<file path="config.mk">
export PLATFORM = sky130hd
export DESIGN_NAME = spsg_gap
export DESIGN_NICKNAME = d
export VERILOG_FILES = /design/src/hw/rtl/spsg_pkg.sv /design/src/hw/rtl/spsg_gap.sv
export SDC_FILE = /design/constraint.sdc
export NUM_CORES = 1
export LEC_CHECK = 0
export BUFFER_PORTS_ARGS = -buffer_cell sky130_fd_sc_hd__buf_2
export CORE_ASPECT_RATIO = 1.75
export CORE_MARGIN = 2
export CORE_UTILIZATION = 60
export DETAILED_ROUTE_END_ITERATION = 10
export PLACE_DENSITY = 0.85
export SKIP_CTS_REPAIR_TIMING = 1
export SYNTH_ARGS = -nofsm -noshare
export SYNTH_HDL_FRONTEND = slang
export SYNTH_SLANG_ARGS = --single-unit
</file>
<file path="constraint.sdc">
create_clock -name clk_i -period 22.6 [get_ports clk_i]
set_clock_uncertainty 0.05 [all_clocks]
set_input_delay 2.26 -clock clk_i [delete_from_list [all_inputs] [get_ports clk_i]]
set_output_delay 2.26 -clock clk_i [all_outputs]
set_load 0.005 [all_outputs]
</file>
<file path="src/hw/rtl/spsg_pkg.sv">
// Shared types and constants for the segmented prime sieve gap finder.
// Used by every module below the top level and by the top level itself.
`default_nettype none

package spsg_pkg;

  // fixed field widths of the request and result items
  localparam int unsigned FIELD_W  = 31;
  localparam int unsigned STATUS_W = 2;

  // default sizes handed to the top level parameters
  localparam int unsigned SPAN_MAX_DEF   = 1048576;
  localparam int unsigned BASE_LIMIT_DEF = 65536;
  localparam int unsigned VALUE_BITS_DEF = 31;

  // result status codes
  localparam logic [STATUS_W-1:0] ST_PAIRS  = 2'd0;
  localparam logic [STATUS_W-1:0] ST_NONE   = 2'd1;
  localparam logic [STATUS_W-1:0] ST_REJECT = 2'd2;

  // control from the sequencer to the gap tracker
  typedef struct packed {
    logic               clr;
    logic               hit;
    logic [FIELD_W-1:0] val;
  } gap_ctrl_t;

endpackage

`default_nettype wire

</file>
<file path="src/hw/rtl/spsg_gap.sv">
// Gap tracker: follows the primes of a scan and keeps the first smallest
// and first largest adjacent gap. Depends on spsg_pkg for gap_ctrl_t.
`default_nettype none

module spsg_gap
  import spsg_pkg::*;
(
  input  wire logic               clk_i,
  input  wire logic               rst_ni,
  input  wire gap_ctrl_t          ctrl_i,
  output logic                    found_o,
  output logic [FIELD_W-1:0]      c1_o,
  output logic [FIELD_W-1:0]      c2_o,
  output logic [FIELD_W-1:0]      f1_o,
  output logic [FIELD_W-1:0]      f2_o
);

  logic               prev_v_q;
  logic               found_q;
  logic [FIELD_W-1:0] prev_q;
  logic [FIELD_W-1:0] small_q, large_q;
  logic [FIELD_W-1:0] c1_q, c2_q, f1_q, f2_q;
  logic [FIELD_W-1:0] gap;

  assign gap = ctrl_i.val - prev_q;

  // control flags
  always_ff @(posedge clk_i or negedge rst_ni) begin
    if (!rst_ni) begin
      prev_v_q <= 1'b0;
      found_q  <= 1'b0;
    end else if (ctrl_i.clr) begin
      prev_v_q <= 1'b0;
      found_q  <= 1'b0;
    end else if (ctrl_i.hit) begin
      prev_v_q <= 1'b1;
      if (prev_v_q) found_q <= 1'b1;
    end
  end

  // update best pairs, earliest pair wins a tie
  always_ff @(posedge clk_i) begin
    if (ctrl_i.clr) begin
      prev_q  <= '0;
      small_q <= '1;
      large_q <= '0;
    end else if (ctrl_i.hit) begin
      prev_q <= ctrl_i.val;
      if (prev_v_q) begin
        if (!found_q || gap > large_q) begin
          large_q <= gap;
          f1_q    <= prev_q;
          f2_q    <= ctrl_i.val;
        end
        if (!found_q || gap < small_q) begin
          small_q <= gap;
          c1_q    <= prev_q;
          c2_q    <= ctrl_i.val;
        end
      end
    end
  end

  assign found_o = found_q;
  assign c1_o    = c1_q;
  assign c2_o    = c2_q;
  assign f1_o    = f1_q;
  assign f2_o    = f2_q;

endmodule

`default_nettype wire
</file>
Word-level counts from Yosys, hierarchy flattened
Cells that the tools add are included.
- input port bits: 35
- logic and storage cells: 28
- flip-flop bits (word level): 219
- output and inout bits: 125
- $add $sub $neg: 1
- bitwise logic cells: 1
- $lt $le $gt $ge: 2
- muxes and demuxes: 5
- reduce and logical (&&, ||, !) cells: 10
- operators by type and width (kind ; number):
    $gt 31x31->1 ; 1
    $lt 31x31->1 ; 1
    $sub 31x31->31 ; 1
    $reduce_and 4->1 ; 2
    $reduce_and 3->1 ; 2
    $mux 1 ; 5
    $reduce_bool 2->1 ; 2
    $logic_or 1x1->1 ; 2
    $reduce_and 2->1 ; 1
    $logic_not 1->1 ; 1
    $not 1->1 ; 1

Longest topological paths before layout
- word-level depth: 4
- gate-level depth with buffers: 24
- depth with buffers taken out: 23

Worst setup path after synthesis
OpenSTA, ideal clock, no wires.
- kind: input port to flip-flop
- start: in ctrl_i[0] (netlist bit)
- end: reg c1_q[0] (netlist: c1_o[0]) (enable)
- library setup time: 482 ps
- buffers on the path: 2
- cell stages on the path: 23
- path slack: 13503 ps
- required time: 22068 ps
- data arrival time: 8565 ps
- cell sequence: inv_1 > ha_1 > fa_1 > nor2b_1 > o31a_1 > or3_1 > a21oi_2 > o21ai_2 > a21o_1 > buf_2 > a31oi_1 > xor2_1 > inv_1 > ha_1 > a21o_1 > a21o_1 > a21oi_1 > o21ai_0 > a22o_1 > nor3_1 > nand2_1 > clkbuf_1 > nor2_1
- longest elaborated chain between the ends: 4
- RTL lines (item ; RTL line ; text):
    from (decl) ; spsg_gap.sv:10 ; input wire gap_ctrl_t ctrl_i,
    $sub 31x31->31 ; spsg_gap.sv:25 ; assign gap = ctrl_i.val - prev_q;
    net gap[28] ; spsg_gap.sv:23 ; logic [FIELD_W-1:0] gap;
    $lt 31x31->1 ; spsg_gap.sv:55 ; if (!found_q || gap < small_q) begin
    $logic_or 1x1->1 ; spsg_gap.sv:55 ;
    $reduce_and 4->1 (no line) ; n/a ;
    to (signal assigned) ; spsg_gap.sv:57 ; c1_q <= prev_q;
    to (decl) ; spsg_gap.sv:22 ; logic [FIELD_W-1:0] c1_q, c2_q, f1_q, f2_q;
The timed path passes the listed nets, and every way through them passes these cells.
A chain may end at the register's enable or synchronous reset.

Final worst setup path
- start: in ctrl_i[0] (netlist bit)
- end: reg f1_q[3] (netlist: f1_o[3]) (enable)
- longest elaborated chain between the ends: 4
- RTL lines (item ; RTL line ; text):
    $sub 31x31->31 ; spsg_gap.sv:25 ;
    net gap[26] ; spsg_gap.sv:23 ;
    $gt 31x31->1 ; spsg_gap.sv:50 ; if (!found_q || gap > large_q) begin
    $logic_or 1x1->1 ; spsg_gap.sv:50 ;
    $reduce_and 4->1 (no line) ; n/a ;
    to (signal assigned) ; spsg_gap.sv:52 ; f1_q <= prev_q;
    to (decl) ; spsg_gap.sv:22 ;
The timed path passes the listed nets, and every way through them passes these cells.

==> reports/summary.txt <==
Max Clk Rate: 126 MHz
Status: finished clean
Layout filler cell count: 1214
Comb pwr share: 18.6%
Reg2Reg Depth: 21
Slowest stage delay, CP: 0.55 ns
Die Height: 178 microns
Post-Synthesis Cells: 936
M1 GR Usage: 27.1%
GPL Wtd Cong: 0.884
Minimum clock period: 7.93 ns
Number of synthesized flops with an enable pin: 124
Hold Worst Slack: 0.426 ns
Number of routed nets with antenna violations: 0
Relative slew slack: 44.7%
Sequential share of the synthesized area: 54.0%
H-tree Lvls: 1
Die area: 18500 sq um
DRT iter0 DRCs: 344
PnR worst setup slack: 14.67 ns
HPWL after detailed placement: 15800 microns
FFs w/ async S/R, synth: 0.913%
Gr busiest metal: met2
Hold Path End: small_q[23]
Worst min-delay path class: register to register
DR WL/cell: 16.8 microns
Worst EP required: 22.68 ns
Hold Crit Depth: 2
GR met3 Demand/Resource: 3.22%
Overall routing resource usage: 23.5%
Port buffer count: 159
Fin util: 71.1%
Flop pwr share: 46.2%
Num CTS Buffers: 19
First-pass detailed-route iteration total: 5
PwrDens: 80.2 nW/um^2
Clk root buf: clkbuf_16
CP Max Fanout: 43
Max clock buf depth: 3
Pwr Total: 971 uW
CP max stage cell: buf_4
Core ar.: 17000 sq um
Starting Density: 61.3%
Startpoint Class: primary input
Final Cycle Share: 35.1%
Clk pwr share: 35.1%
Final nets: 1219
Ys flop type: edfxtp_1
WP data arrival: 8.01 ns
First-pass GRT wire length: 35100 microns
Hold path startpoint: small_q[23]
CP Class: primary input to register
Final WL: 22300 microns
Syn-to-layout area delta: 16.0%
Internal: 713 uW
P_leak: 0.00538 uW
Yosys cell types: 63
FF+latch count, synth: 219
Post-Place Setup Slack: 14.28 ns
Post-Syn Nets: 1063
Met2 track demand over resource: 43.5%
Vias per cell: 5.58
Horiz. Die Dim: 104 microns
Largest net degree at the start of global routing: 73
TritonCTS clock tree: done
Reg2Reg Setup Slack: 16.14 ns
Grt total ovfl: 0
Worst vdd ir: 0.0000656 V
Clk_lat worst skew: 0.49 ns
Capturing point of the worst reg2reg path: f1_o[3]
Post-Syn Area: 10400 sq um
Number of max-cap violations: 0
Total number of vias: 7432
Layout cell share with drive strength beyond 1: 19.5%
YS warnings: 0
Drt drc: 0
Sink Count: 219
Net Sw Power: 258 uW
Sw frac: 26.6%
Crit end category: register
Ports: 160
Fin. Hold Viols: 0
Reg2reg start: prev_q[0]
Vias in the first global route: 7255
Initial antenna violation count: 2
Row cnt: 63
Syn_area_per_cell: 11.2 sq um
Setup tns final: 0 ns
Final slew viol count: 0
RSZ-0062 raised after global routing: no
Final-report setup violation count: 0
Least-Margin Pin Slew: 0.830 ns
Worst-path cell chain: buf_2 > inv_1 > ha_1 > fa_1 > nor2b_1 > o31a_1 > or3_1 > a21oi_2 > o21ai_2 > a21o_1 > and4_1 > nor3_1 > inv_1 > ha_1 > nand4_1 > or2_2 > nor3_1 > a21boi_0 > o21a_1 > buf_4 > nand2_1 > inv_2 > buf_4
CTS clk-pin slew, worst paths: 0.06 ns
[worst max path at each step]
| stage | from | to | slack (ns) | cells after the start |
|---|---|---|---|---|
| 2_1_floorplan | ctrl_i[0] | c1_o[0] | 13.50 | 23 |
| 6_report | ctrl_i[0] | f1_o[3] | 14.67 | 23 |
| 5_1_grt | ctrl_i[0] | f1_o[2] | 14.31 | 23 |
| 3_3_place_gp | ctrl_i[0] | f1_o[3] | 14.44 | 23 |
| 4_1_cts | ctrl_i[0] | f2_o[9] | 14.75 | 23 |
| 3_5_place_dp | ctrl_i[0] | f1_o[1] | 14.28 | 23 |
[layer usage]
layer,wire [microns],up-vias
li1,-,3651
met1,8880,3510
met2,11600,210
met3,1000,61
met4,867,0
met5,0,-
[cells by family after synthesis]
logic type / share of synthesized area, %
AO/OA/AOI/OAI: 11.4
XOR/XNOR: 1.85
adder cells (fa/ha/maj): 11.1
buffers and inverters: 5.08
flip-flops: 54.0
multiplexers: 7.10
AND/OR/NAND/NOR: 9.51
[placed cells by master (no fill, tap or decap), types with 3 or more instances in the layout]
cell,synthesis,layout
o21ai_0,28,28
and4_1,3,3
o31a_1,3,3
xnor2_1,15,15
clkbuf_16,0,19
edfxtp_1,124,124
ha_1,91,91
a21boi_0,3,3
dfxtp_1,93,93
nand3_1,12,12
buf_4,0,7
nor3_1,13,13
xor2_1,7,7
bufinv_16,0,4
a211oi_1,11,11
o21a_1,9,9
o311ai_0,3,3
a31oi_1,6,6
a21oi_1,46,46
and3_1,3,3
o211ai_1,5,5
nor2b_1,6,6
buf_2,4,159
nor2_1,84,83
mux2i_1,74,74
nand4_1,16,16
a21o_1,31,31
nand2_1,57,57
clkinv_2,0,3
o21bai_1,6,6
a31o_2,4,4
inv_1,109,108
[worst max-delay path, delay by kind of cell]
family | cells | cell delay, ns
and+or+nand+nor | 8 | 1.85
AOI/OAI and AO/OA | 6 | 1.40
adders and majority gates | 3 | 0.77
buffers and inverters | 6 | 1.71
[metrics by stage]
stage          cells  area [sq um]
4_1_cts         1330         12100
3_5_place_dp    1298         11500
2_1_floorplan    936         10400
6_report        1332         12100
5_1_grt         1331         12100
3_3_place_gp    1298         11500
[layout make-up]
type                            instances  area, sq um  area share (%)
Sequential cell                       219         5640            46.5
Timing Repair Buffer                  166          848            7.01
Tap cell                              227          284            2.35
Multi-Input combinational cell        577         4280            35.3
Inverter                              109          409            3.38
Clock inverter                         11          164            1.35
Antenna cell                            2         5.00          0.0413
Clock buffer                           21          483            3.99
[cells in the mapped netlist (7+ instances only)]
| library cell | instances | area [sq um] |
|---|---|---|
| nor2_1 | 84 | 315 |
| ha_1 | 91 | 1140 |
| nor3_1 | 13 | 65.1 |
| a211oi_1 | 11 | 82.6 |
| o21a_1 | 9 | 67.6 |
| edfxtp_1 | 124 | 3720 |
| xor2_1 | 7 | 61.3 |
| inv_1 | 109 | 409 |
| o21ai_0 | 28 | 140 |
| clkbuf_1 | 20 | 75.1 |
| nand2_1 | 57 | 214 |
| xnor2_1 | 15 | 131 |
| dfxtp_1 | 93 | 1860 |
| a21oi_1 | 46 | 230 |
| buf_1 | 7 | 26.3 |
| mux2i_1 | 74 | 741 |
| nand3_1 | 12 | 60.1 |
| a21o_1 | 31 | 233 |
| nand4_1 | 16 | 100 |
[registers in the layout, summed over array words and instances (netlist names)]
signal	flops
c1_o	31
c2_o	31
f1_o	31
f2_o	31
found_o	1
large_q	31
prev_q	31
prev_v_q	1
small_q	31
[power by group through the flow]
stage	logic, uW	registers (uW)	clock network (uW)
after floorplan	127	457	0
after CTS	179	449	346
after global placement	171	457	0
after detailed placement	176	458	0
after global routing	202	451	359
final	181	449	341
Power figures use the tool's default switching activity.
