### src/hw/rtl/spsg_pkg.sv
// Shared types and constants for the segmented prime sieve gap finder.
// Used by every module below the top level and by the top level itself.
`default_nettype none

package spsg_pkg;

  // fixed field widths of the request and result items
  localparam int unsigned FIELD_W  = 31;
  localparam int unsigned STATUS_W = 2;

  // default sizes handed to the top level parameters
  localparam int unsigned SPAN_MAX_DEF   = 1048576;
  localparam int unsigned BASE_LIMIT_DEF = 65536;
  localparam int unsigned VALUE_BITS_DEF = 31;

  // result status codes
  localparam logic [STATUS_W-1:0] ST_PAIRS  = 2'd0;
  localparam logic [STATUS_W-1:0] ST_NONE   = 2'd1;
  localparam logic [STATUS_W-1:0] ST_REJECT = 2'd2;

  // control from the sequencer to the gap tracker
  typedef struct packed {
    logic               clr;
    logic               hit;
    logic [FIELD_W-1:0] val;
  } gap_ctrl_t;

endpackage

`default_nettype wire

### src/hw/rtl/spsg_rem.sv
// Bit-serial remainder unit: dividend modulo divisor, one dividend bit a cycle.
// Depends on spsg_pkg for the dividend width.
`default_nettype none

module spsg_rem
  import spsg_pkg::*;
#(
  parameter int unsigned PW = 17
) (
  input  wire logic               clk_i,
  input  wire logic               rst_ni,
  input  wire logic               start_i,
  input  wire logic [FIELD_W-1:0] dividend_i,
  input  wire logic [PW-1:0]      divisor_i,
  output logic                    done_o,
  output logic [PW-1:0]           rem_o
);

  localparam int unsigned CW = $clog2(FIELD_W);

  logic               busy_q, busy_d;
  logic               done_q, done_d;
  logic [CW-1:0]      bit_q, bit_d;
  logic [FIELD_W-1:0] num_q, num_d;
  logic [PW-1:0]      div_q, div_d;
  logic [PW:0]        rem_q, rem_d;
  logic [PW:0]        shifted;

  // shift in the next dividend bit and subtract once if it fits
  always_comb begin
    busy_d  = busy_q;
    done_d  = 1'b0;
    bit_d   = bit_q;
    num_d   = num_q;
    div_d   = div_q;
    rem_d   = rem_q;
    shifted = {rem_q[PW-1:0], num_q[FIELD_W-1]};
    if (start_i) begin
      busy_d = 1'b1;
      bit_d  = CW'(FIELD_W - 1);
      num_d  = dividend_i;
      div_d  = divisor_i;
      rem_d  = '0;
    end else if (busy_q) begin
      num_d = {num_q[FIELD_W-2:0], 1'b0};
      rem_d = (shifted >= {1'b0, div_q}) ? shifted - {1'b0, div_q} : shifted;
      if (bit_q == '0) begin
        busy_d = 1'b0;
        done_d = 1'b1;
      end else begin
        bit_d = bit_q - 1'b1;
      end
    end
  end

  always_ff @(posedge clk_i or negedge rst_ni) begin
    if (!rst_ni) begin
      busy_q <= 1'b0;
      done_q <= 1'b0;
      bit_q  <= '0;
    end else begin
      busy_q <= busy_d;
      done_q <= done_d;
      bit_q  <= bit_d;
    end
  end

  always_ff @(posedge clk_i) begin
    num_q <= num_d;
    div_q <= div_d;
    rem_q <= rem_d;
  end

  assign done_o = done_q;
  assign rem_o  = rem_q[PW-1:0];

endmodule

`default_nettype wire

### config.mk
export PLATFORM = sky130hd
export DESIGN_NAME = spsg_rem
export DESIGN_NICKNAME = d
export VERILOG_FILES = /design/src/hw/rtl/spsg_pkg.sv /design/src/hw/rtl/spsg_rem.sv
export SDC_FILE = /design/constraint.sdc
export NUM_CORES = 1
export LEC_CHECK = 0
export BUFFER_PORTS_ARGS = -buffer_cell sky130_fd_sc_hd__buf_2
export CAP_MARGIN = 20
export CORE_MARGIN = 3
export CORE_UTILIZATION = 50
export DETAILED_ROUTE_END_ITERATION = 10
export GPL_TIMING_DRIVEN = 0
export PLACE_DENSITY = 0.76
export SYNTH_ARGS = -nofsm -noshare
export SYNTH_HDL_FRONTEND = slang
export SYNTH_SLANG_ARGS = --single-unit
### constraint.sdc
create_clock -name clk_i -period 2.5 [get_ports clk_i]
set_clock_uncertainty 0.2 [all_clocks]
set_input_delay 0.125 -clock clk_i [delete_from_list [all_inputs] [get_ports clk_i]]
set_output_delay 0.125 -clock clk_i [all_outputs]
set_load 0.05 [all_outputs]
# Word-level counts from Yosys, hierarchy flattened
# Cells that the tools add are included.
# classes
n_mux,12
eq_ne,1
order_cmp,1
addsub,2
reduce_logical,3
# op_table
op,count
$mux 31,2
$ge 18x17->1,1
$mux 17,1
$sub 17x17->17,1
$mux 5,3
$mux 1,6
$logic_not 5->1,1
$sub 5x1->5 const B,1
$ne 2x2->1 const B,1
$reduce_and 2->1,1
$reduce_bool 2->1,1
# totals
output_inout_bits,18
wordCells,25
in_bits,51
ff_bits,72

# Logic depth before layout (Yosys ltp)
# Gate-level depths: netlist of run 1.
# logic_depth
word_depth,4
mapped_depth,12

# Worst setup path after synthesis of run 1
# OpenSTA, ideal clock, no wires.
# synth_timing
path_kind,flip-flop to flip-flop
from,register rem_q[3]
to,register rem_q[16]
arrival_time_ns,2.450
period_less_slack_ns,2.771
t_required_ns,2.179
slack_ns,-0.271
path_stages_with_launch,9
setup_time_ns,0.121
cell_sequence,dfxtp_1 ha_1 a21o_1 a221o_1 a211o_1 a31o_1 xor2_1 mux2i_1 o21ai_1
# synth_between
elab_chain_cells,2
elab_cells_between_ends,3
cone_classes,add/sub: 1; order compare: 1; mux: 1
# synth_rtl
item,line,text
"start, declared",spsg_rem.sv:26,"logic [PW:0] rem_q, rem_d;"
"start signal, assigned",spsg_rem.sv:71,rem_q <= rem_d;
$sub 17x17->17 or $ge 18x17->1 (tied branches),spsg_rem.sv:46,"rem_d = (shifted >= {1'b0, div_q}) ? shifted - {1'b0, div_q} : shifted;"
$mux 17 (*),spsg_rem.sv:46,
# Mark *: on every way between the ends. The rest lies on a longest branch, timed or not.
# A chain may end at the register's enable or synchronous reset.

# Final worst setup path of run 1
# layout_timing
from,register num_q[30]
to,register rem_q[16]
# layout_between
elab_chain_cells,2
elab_cells_between_ends,3
cone_classes,add/sub: 1; order compare: 1; mux: 1
# layout_rtl
item,line,text
"start, declared",spsg_rem.sv:24,"logic [FIELD_W-1:0] num_q, num_d;"
"start signal, assigned",spsg_rem.sv:69,num_q <= num_d;
$sub 17x17->17 or $ge 18x17->1 (tied branches),spsg_rem.sv:46,
$mux 17 (*),spsg_rem.sv:46,
# Marks and branches as above.

==> results of run 1 <==
per-layer routing:
layer / up-vias / share of wire (%)
met3: 21 / 3.9
met2: 68 / 50
li1: 1419 / -
met1: 1356 / 43
met4: 0 / 2.4
met5: - / 0
cell usage after synthesis, types with 4 or more instances:
master | n | area (µm²)
o21ai_0 | 5 | 25.0
inv_1 | 25 | 93.8
nand2_1 | 29 | 109
o21ai_1 | 11 | 55.1
mux2_2 | 31 | 349
xor2_1 | 9 | 78.8
nand3_1 | 4 | 20.0
nand2b_1 | 6 | 37.5
nor2_1 | 15 | 56.3
dfrtp_1 | 7 | 175
clkbuf_1 | 6 | 22.5
mux2i_1 | 12 | 120
dfxtp_1 | 17 | 340
a211oi_1 | 9 | 67.6
ha_1 | 19 | 238
xnor2_1 | 8 | 70.1
edfxtp_1 | 48 | 1440
a21oi_1 | 12 | 60.1
a21o_1 | 6 | 45.0
flip-flops by register name, indices dropped and copies added, names as in the netlist:
signal  cells
num_q      31
done_o      1
bit_q       5
busy_q      1
rem_q      17
div_q      17
area by class of cell:
class,instances,area (µm²)
timing repair inverter,1,7.51
tap,96,120
clock buffer,9,124
clock inverter,7,120
fill,503,1860
multi-input combinational,208,1700
inverter,25,97.6
timing repair buffer,126,936
buffer,9,46.3
sequential,72,1970
kinds of logic (layout without fill, tap and decap cells):
kind of cell | count (synthesis) | in the layout | synth area share (%)
adders and majority gates | 20 | 20 | 6.96
xor gates and xnor gates | 17 | 17 | 4.02
DFF | 72 | 72 | 52.9
AOI/OAI and AO/OA | 64 | 64 | 12.2
and+or+nand+nor | 64 | 64 | 7.67
buffers and inverters | 35 | 177 | 3.65
muxes | 43 | 43 | 12.7
metrics by stage:
stage | setup TNS, ns | cells | setup WS [ns]
2_1_floorplan | -0.0606 | 315 | -0.0606
3_3_place_gp | -14.79 | 479 | -0.435
3_5_place_dp | -16.98 | 479 | -0.501
4_1_cts | -0.695 | 553 | -0.173
5_1_grt | -2.94 | 553 | -0.269
6_report | -0.931 | 553 | -0.187
what timing repair did:
action,4_1_cts,5_1_grt
endpoints found under the setup margin,46,18
resized for setup,18,12
buffers inserted,6,1
hold buffers,50,0
cloned,2,0
hold endpoints to repair,55,0
pin swaps,11,9
critical path, stage by stage, from the launching register on:
cell and delay [ns]:
edfxtp_1 0.38, inv_2 0.09, ha_4 0.14, inv_2 0.03
fa_2 0.33, a21o_1 0.20, a221o_1 0.34, a211o_1 0.29
a31o_1 0.24, xor2_1 0.14, mux2i_1 0.13, o21ai_1 0.06
how the worst max path moves through the flow:
| stage | from | to | slack (ns) | depth (start not counted) |
|---|---|---|---|---|
| global placement | start_i | num_q[6] | -0.43 | 5 |
| finish | num_q[30] | rem_q[16] | -0.19 | 11 |
| global route | num_q[30] | rem_q[16] | -0.27 | 11 |
| detailed placement | start_i | num_q[7] | -0.50 | 5 |
| floorplan | num_q[30] | rem_q[16] | -0.06 | 11 |
| CTS | num_q[30] | rem_q[16] | -0.17 | 11 |
power by group through the flow:
| stage | registers, mW | logic (mW) | clock network [mW] |
|---|---|---|---|
| floorplan | 2.12 | 1.29 | 0 |
| global placement | 1.70 | 2.14 | 0 |
| detailed placement | 1.71 | 2.18 | 0 |
| CTS | 1.68 | 2.58 | 1.13 |
| global route | 1.72 | 2.90 | 1.18 |
| finish | 1.69 | 2.70 | 1.11 |
==> reports/metrics.csv, run 1 <==
metric;value;unit
Hold Path Depth;1;
Total GRT Usage;21.6;%
CTS Buffer Depth;2;
Design Power;5.50;mW
CTS root buf;clkbuf_8;
library cells used by synthesis;44;
Slew Viols, Final;0;
DIE HEIGHT;92.1;µm
Detailed Place HPWL;5.36;mm
Syn Inst Count;315;
Period minus WS final;2.69;ns
Hold Path Class;in2reg;
final worst setup slack;-0.187;ns
H-tree level count;3;
FF-to-FF path depth;11;
Combinational Power Share;49.1;%
die footprint;8470;µm²
routed wire length per instance;15.5;µm
number of diodes;0;
met3 Use GR;5.09;%
Num CTS Buffers;9;
worst reg2reg startpoint;num_q[30];
port bufs;68;
maximum operating frequency;372;MHz
global-route wire length before repair;14.3;mm
cell area after synthesis;3700;µm²
Startpoint Class;flop;
DIE WIDTH;92.1;µm
clock share of power;20.1;%
Data required, critical path;2.53;ns
Slew @ Worst Pin;0.543;ns
placed cell area;4180;µm²
initial antenna violation count;0;
commonest non-fill, non-tap cell in the layout;buf_2;
worst-case hold slack;0.0691;ns
DRC Markers;0;
area of the core;6980;µm²
I/O pins;69;
GR Util met2;36.9;%
failing checks;negative setup slack;
Yosys reg bits;72;
EDFF count, synth;48;
outcome;finished, violations left;
YS warnings;0;
min-delay src;start_i;
Worst Path Max Fanout;3;
area grow syn2layout;38.3;%
ys flop type;edfxtp_1;
met1 GRT Util;26.3;%
Power per Cell Area;1070;nW/µm²
endpoints failing hold;0;
Hold Path Sink;div_q[10];
setup violators final;14;
drt via density;5.18;
Initial Util;53.0;%
Initial DRC Count;93;
Core Rows;30;
Worst setup EP type;flop;
drt first pass iters;4;
Sw Share;39.5;%
Pint;3.32;mW
Final Instance Area;5120;µm²
fraction of registers with async set/reset;9.72;%
post-route ant nets;0;
most frequent cells in the layout;buf_2 (69), dlygate4sd3_1 (50), edfxtp_1 (48);
worst skew pair latency;0.35;ns
max cap viols;0;
WL final;8.57;mm
# clock sinks;72;
Net Switching;2.17;mW
via count;2864;
post-layout util;73.3;%
Flop pwr share;30.8;%
clock-pin transition on the worst setup and hold timing paths;0.08;ns
layout cells sized above 1;33.3;%
mean post-synth cell area;11.8;µm²
CTS tree;built;
FF-to-FF setup slack;-0.19;ns
sequential cell area fraction in the yosys report;52.9;%
Worst R2R End;rem_q[16];
Tcrit/Tclk final;107;%
Congestion Overflow GR;0;
vias in the first global route;3077;
Crit Path Category;reg2reg;
pin count of the biggest net entering global routing;20;
Slew headroom;63.5;%
GPL Wtd Cong;0.886;
Critical Path AT;2.72;ns
RSZ-0062 raised after global routing;true;
Leakage Power;2.22;nW
gr busiest metal;met2;
peak supply drop;0.626;mV
# nets final;523;
Syn Nets;386;
No activity file was read; power rests on OpenSTA's default activity.
==> inputs of run 2 (changes only) <==
Settings changed: CAP_MARGIN 20 to default, SETUP_SLACK_MARGIN from default to 0.3, TNS_END_PERCENT from default to 100.
==> reports/metrics.csv, run 2 (synthesis results as in run 1) <==
metric;value;unit;change
outcome;finished, violations left;;
failing checks;negative setup slack;;
final worst setup slack;-0.199;ns;-0.0123 ns
Regs by FF count;num_q x31, div_q x17, rem_q x17;;
die footprint;8470;µm²;unchanged
Power per Cell Area;1050;nW/µm²;-2.5%
WL final;9.08;mm;+6.1%
RSZ-0062 raised after global routing;true;;
worst-case hold slack;0.0568;ns;-0.0123 ns
maximum operating frequency;370;MHz;-0.46%
DIE WIDTH;92.1;µm;unchanged
Slew Viols, Final;0;;unchanged
Core Rows;30;;unchanged
GPL Wtd Cong;0.901;;+1.7%
Num CTS Buffers;9;;unchanged
CP max stage delay;0.39;ns;about the same
Detailed Place HPWL;5.35;mm;-0.19%
number of diodes;0;;unchanged
Slew @ Worst Pin;0.632;ns;+0.0893 ns
Placed Cells;479;;unchanged
routed wire length per instance;16.3;µm;+5.1%
via count;2983;;+4.2%
CTS root buf;clkbuf_8;;
H-tree level count;3;;unchanged
Tcrit/Tclk final;108;%;+0.49 points
FF-to-FF path depth;11;;unchanged
number of flip-flops in the largest register;31;;unchanged
crit-path leading delay family;compound AO/OA/AOI/OAI gates;;
CTS tree;built;;
drt first pass iters;4;;unchanged
commonest non-fill, non-tap cell in the layout;buf_2;;
I/O pins;69;;unchanged
Congestion Overflow GR;0;;unchanged
worst reg2reg startpoint;num_q[30];;
area of the core;6980;µm²;unchanged
min-delay src;start_i;;
Fillers;485;;-3.6%
clock-pin transition on the worst setup and hold timing paths;0.09;ns;about the same
Sw Share;41.4;%;+1.8 points
Post-Layout Cell Count;558;;+0.90%
crit path buf inv count;2;;unchanged
Initial Util;53.0;%;unchanged
Hold Path Depth;1;;unchanged
Critical Path AT;2.74;ns;+0.02 ns
Worst setup EP type;flop;;
FF-to-FF setup slack;-0.20;ns;about the same
most flop-heavy register;num_q;;
Flop pwr share;31.7;%;+0.9 points
worst skew pair latency;0.36;ns;about the same
most frequent cells in the layout;buf_2 (68), dlygate4sd3_1 (50), edfxtp_1 (48);;
area occupied by multi-input gates;1710;µm²;+0.59%
Hold Path Sink;div_q[11];;
peak supply drop;0.495;mV;-21%
clock share of power;17.8;%;-2.3 points
port bufs;68;;unchanged
FF/Latch Area;1980;µm²;+0.76%
vias in the first global route;3066;;-0.36%
Net Switching;2.23;mW;+2.5%
Period minus WS final;2.70;ns;+0.0123 ns
DIE HEIGHT;92.1;µm;unchanged
DRC Markers;0;;unchanged
layout cells sized above 1;35.9;%;+2.7 points
global-route wire length before repair;14.9;mm;+4.1%
Startpoint Class;flop;;
max cap viols;0;;unchanged
area grow syn2layout;39.1;%;
post-route ant nets;0;;unchanged
Combinational Power Share;50.5;%;+1.4 points
Crit Path Category;reg2reg;;
Worst R2R End;rem_q[16];;
Initial DRC Count;115;;+24%
Most common cell on crit path;inv_2;;
slowest CP cell;edfxtp_1;;
Pint;3.16;mW;-4.9%
Total GRT Usage;22.7;%;+1.1 points
CTS Buffer Depth;2;;unchanged
Leakage Power;2.24;nW;+0.74%
Worst Path Max Fanout;3;;unchanged
# nets final;528;;+0.96%
pin count of the biggest net entering global routing;20;;unchanged
# clock sinks;72;;unchanged
endpoints failing hold;0;;unchanged
setup violators final;17;;+3
drt via density;5.35;;+3.2%
Slew headroom;57.7;%;-5.8 points
crit path cell chain;inv_2 -> ha_4 -> inv_2 -> fa_2 -> a21o_1 -> a221o_1 -> a211o_1 -> a31o_1 -> xor2_1 -> mux2i_1 -> o21ai_1;;
initial antenna violation count;0;;unchanged
Hold Path Class;in2reg;;
Data required, critical path;2.54;ns;about the same
-- run 2: cell types whose count changed in the layout (fill, tap and decap cells not counted), moves of 2 or more --
cell | before | now
dfxtp_2 | 8 | 14
buf_4 | 3 | 8
dfxtp_1 | 9 | 1
inv_6 | 0 | 3
buf_12 | 0 | 2
clkbuf_2 | 0 | 2
dfxtp_4 | 0 | 2
bufinv_16 | 3 | 1
buf_6 | 4 | 1
-- run 2: worst max-delay path by stage --
stage	start	endpoint	slack [ns]	cells after the start
2_1_floorplan	num_q[30]	rem_q[16]	-0.06	11
4_1_cts	num_q[30]	rem_q[16]	-0.22	11
5_1_grt	num_q[30]	rem_q[16]	-0.31	11
3_3_place_gp	start_i	num_q[7]	-0.41	5
3_5_place_dp	start_i	num_q[20]	-0.44	5
6_report	num_q[30]	rem_q[16]	-0.20	11
-- run 2: timing repair --
| action | in CTS | in global routing |
|---|---|---|
| hold endpoints to repair | 55 | 0 |
| pin swaps | 7 | 7 |
| endpoints found under the setup margin | 49 | 33 |
| setup buffers | 6 | 5 |
| hold buffers | 50 | 0 |
| gates resized for setup | 19 | 8 |
| cloned | 2 | 0 |
-- run 2: power by group through the flow --
stage,logic [mW],clock network [mW],registers [mW]
after global placement,2.16,0,1.72
final,2.72,0.959,1.71
after global routing,2.92,1.02,1.74
after floorplan,1.32,0,2.14
after CTS,2.60,0.976,1.71
after detailed placement,2.21,0,1.73
-- run 2: routing by layer --
| metal | part of all wire, % | vias up | wire (µm) | global-route usage, % |
|---|---|---|---|---|
| li1 | - | 1432 | - | - |
| met1 | 41 | 1449 | 3730 | 25.9 |
| met3 | 5.5 | 14 | 503 | 7.30 |
| met4 | 1.7 | 0 | 150 | 6.56 |
| met5 | 0 | - | 0 | 0 |
| met2 | 52 | 88 | 4700 | 40.4 |
-- run 2: worst reg2reg max path: stages (launching register included) --
cell,delay (ns)
edfxtp_1,0.39
inv_2,0.10
ha_4,0.14
inv_2,0.03
fa_2,0.33
a21o_1,0.19
a221o_1,0.36
a211o_1,0.28
a31o_1,0.23
xor2_1,0.14
mux2i_1,0.14
o21ai_1,0.07
-- run 2: layout make-up --
class	count	share of cell area, %
tap	96	2.33
timing repair inverter	1	0.146
timing repair buffer	130	19.0
clock inverter	7	1.53
sequential	72	38.5
buffer	10	0.996
clock buffer	9	2.41
inverter	25	1.90
multi-input combinational	208	33.2
-- run 2: per-stage QoR --
step | TNS [ns] | utilization, % | total power [mW] | cell area [µm²] | setup slack [ns]
6_report | -1.47 | 73.8 | 5.39 | 5150 | -0.199
5_1_grt | -3.21 | 73.8 | 5.68 | 5150 | -0.313
4_1_cts | -1.52 | 72.7 | 5.28 | 5070 | -0.221
3_5_place_dp | -15.69 | 60.2 | 3.94 | 4210 | -0.442
3_3_place_gp | -13.97 | 60.2 | 3.89 | 4210 | -0.405
2_1_floorplan | -0.0575 | - | 3.46 | 3740 | -0.0575
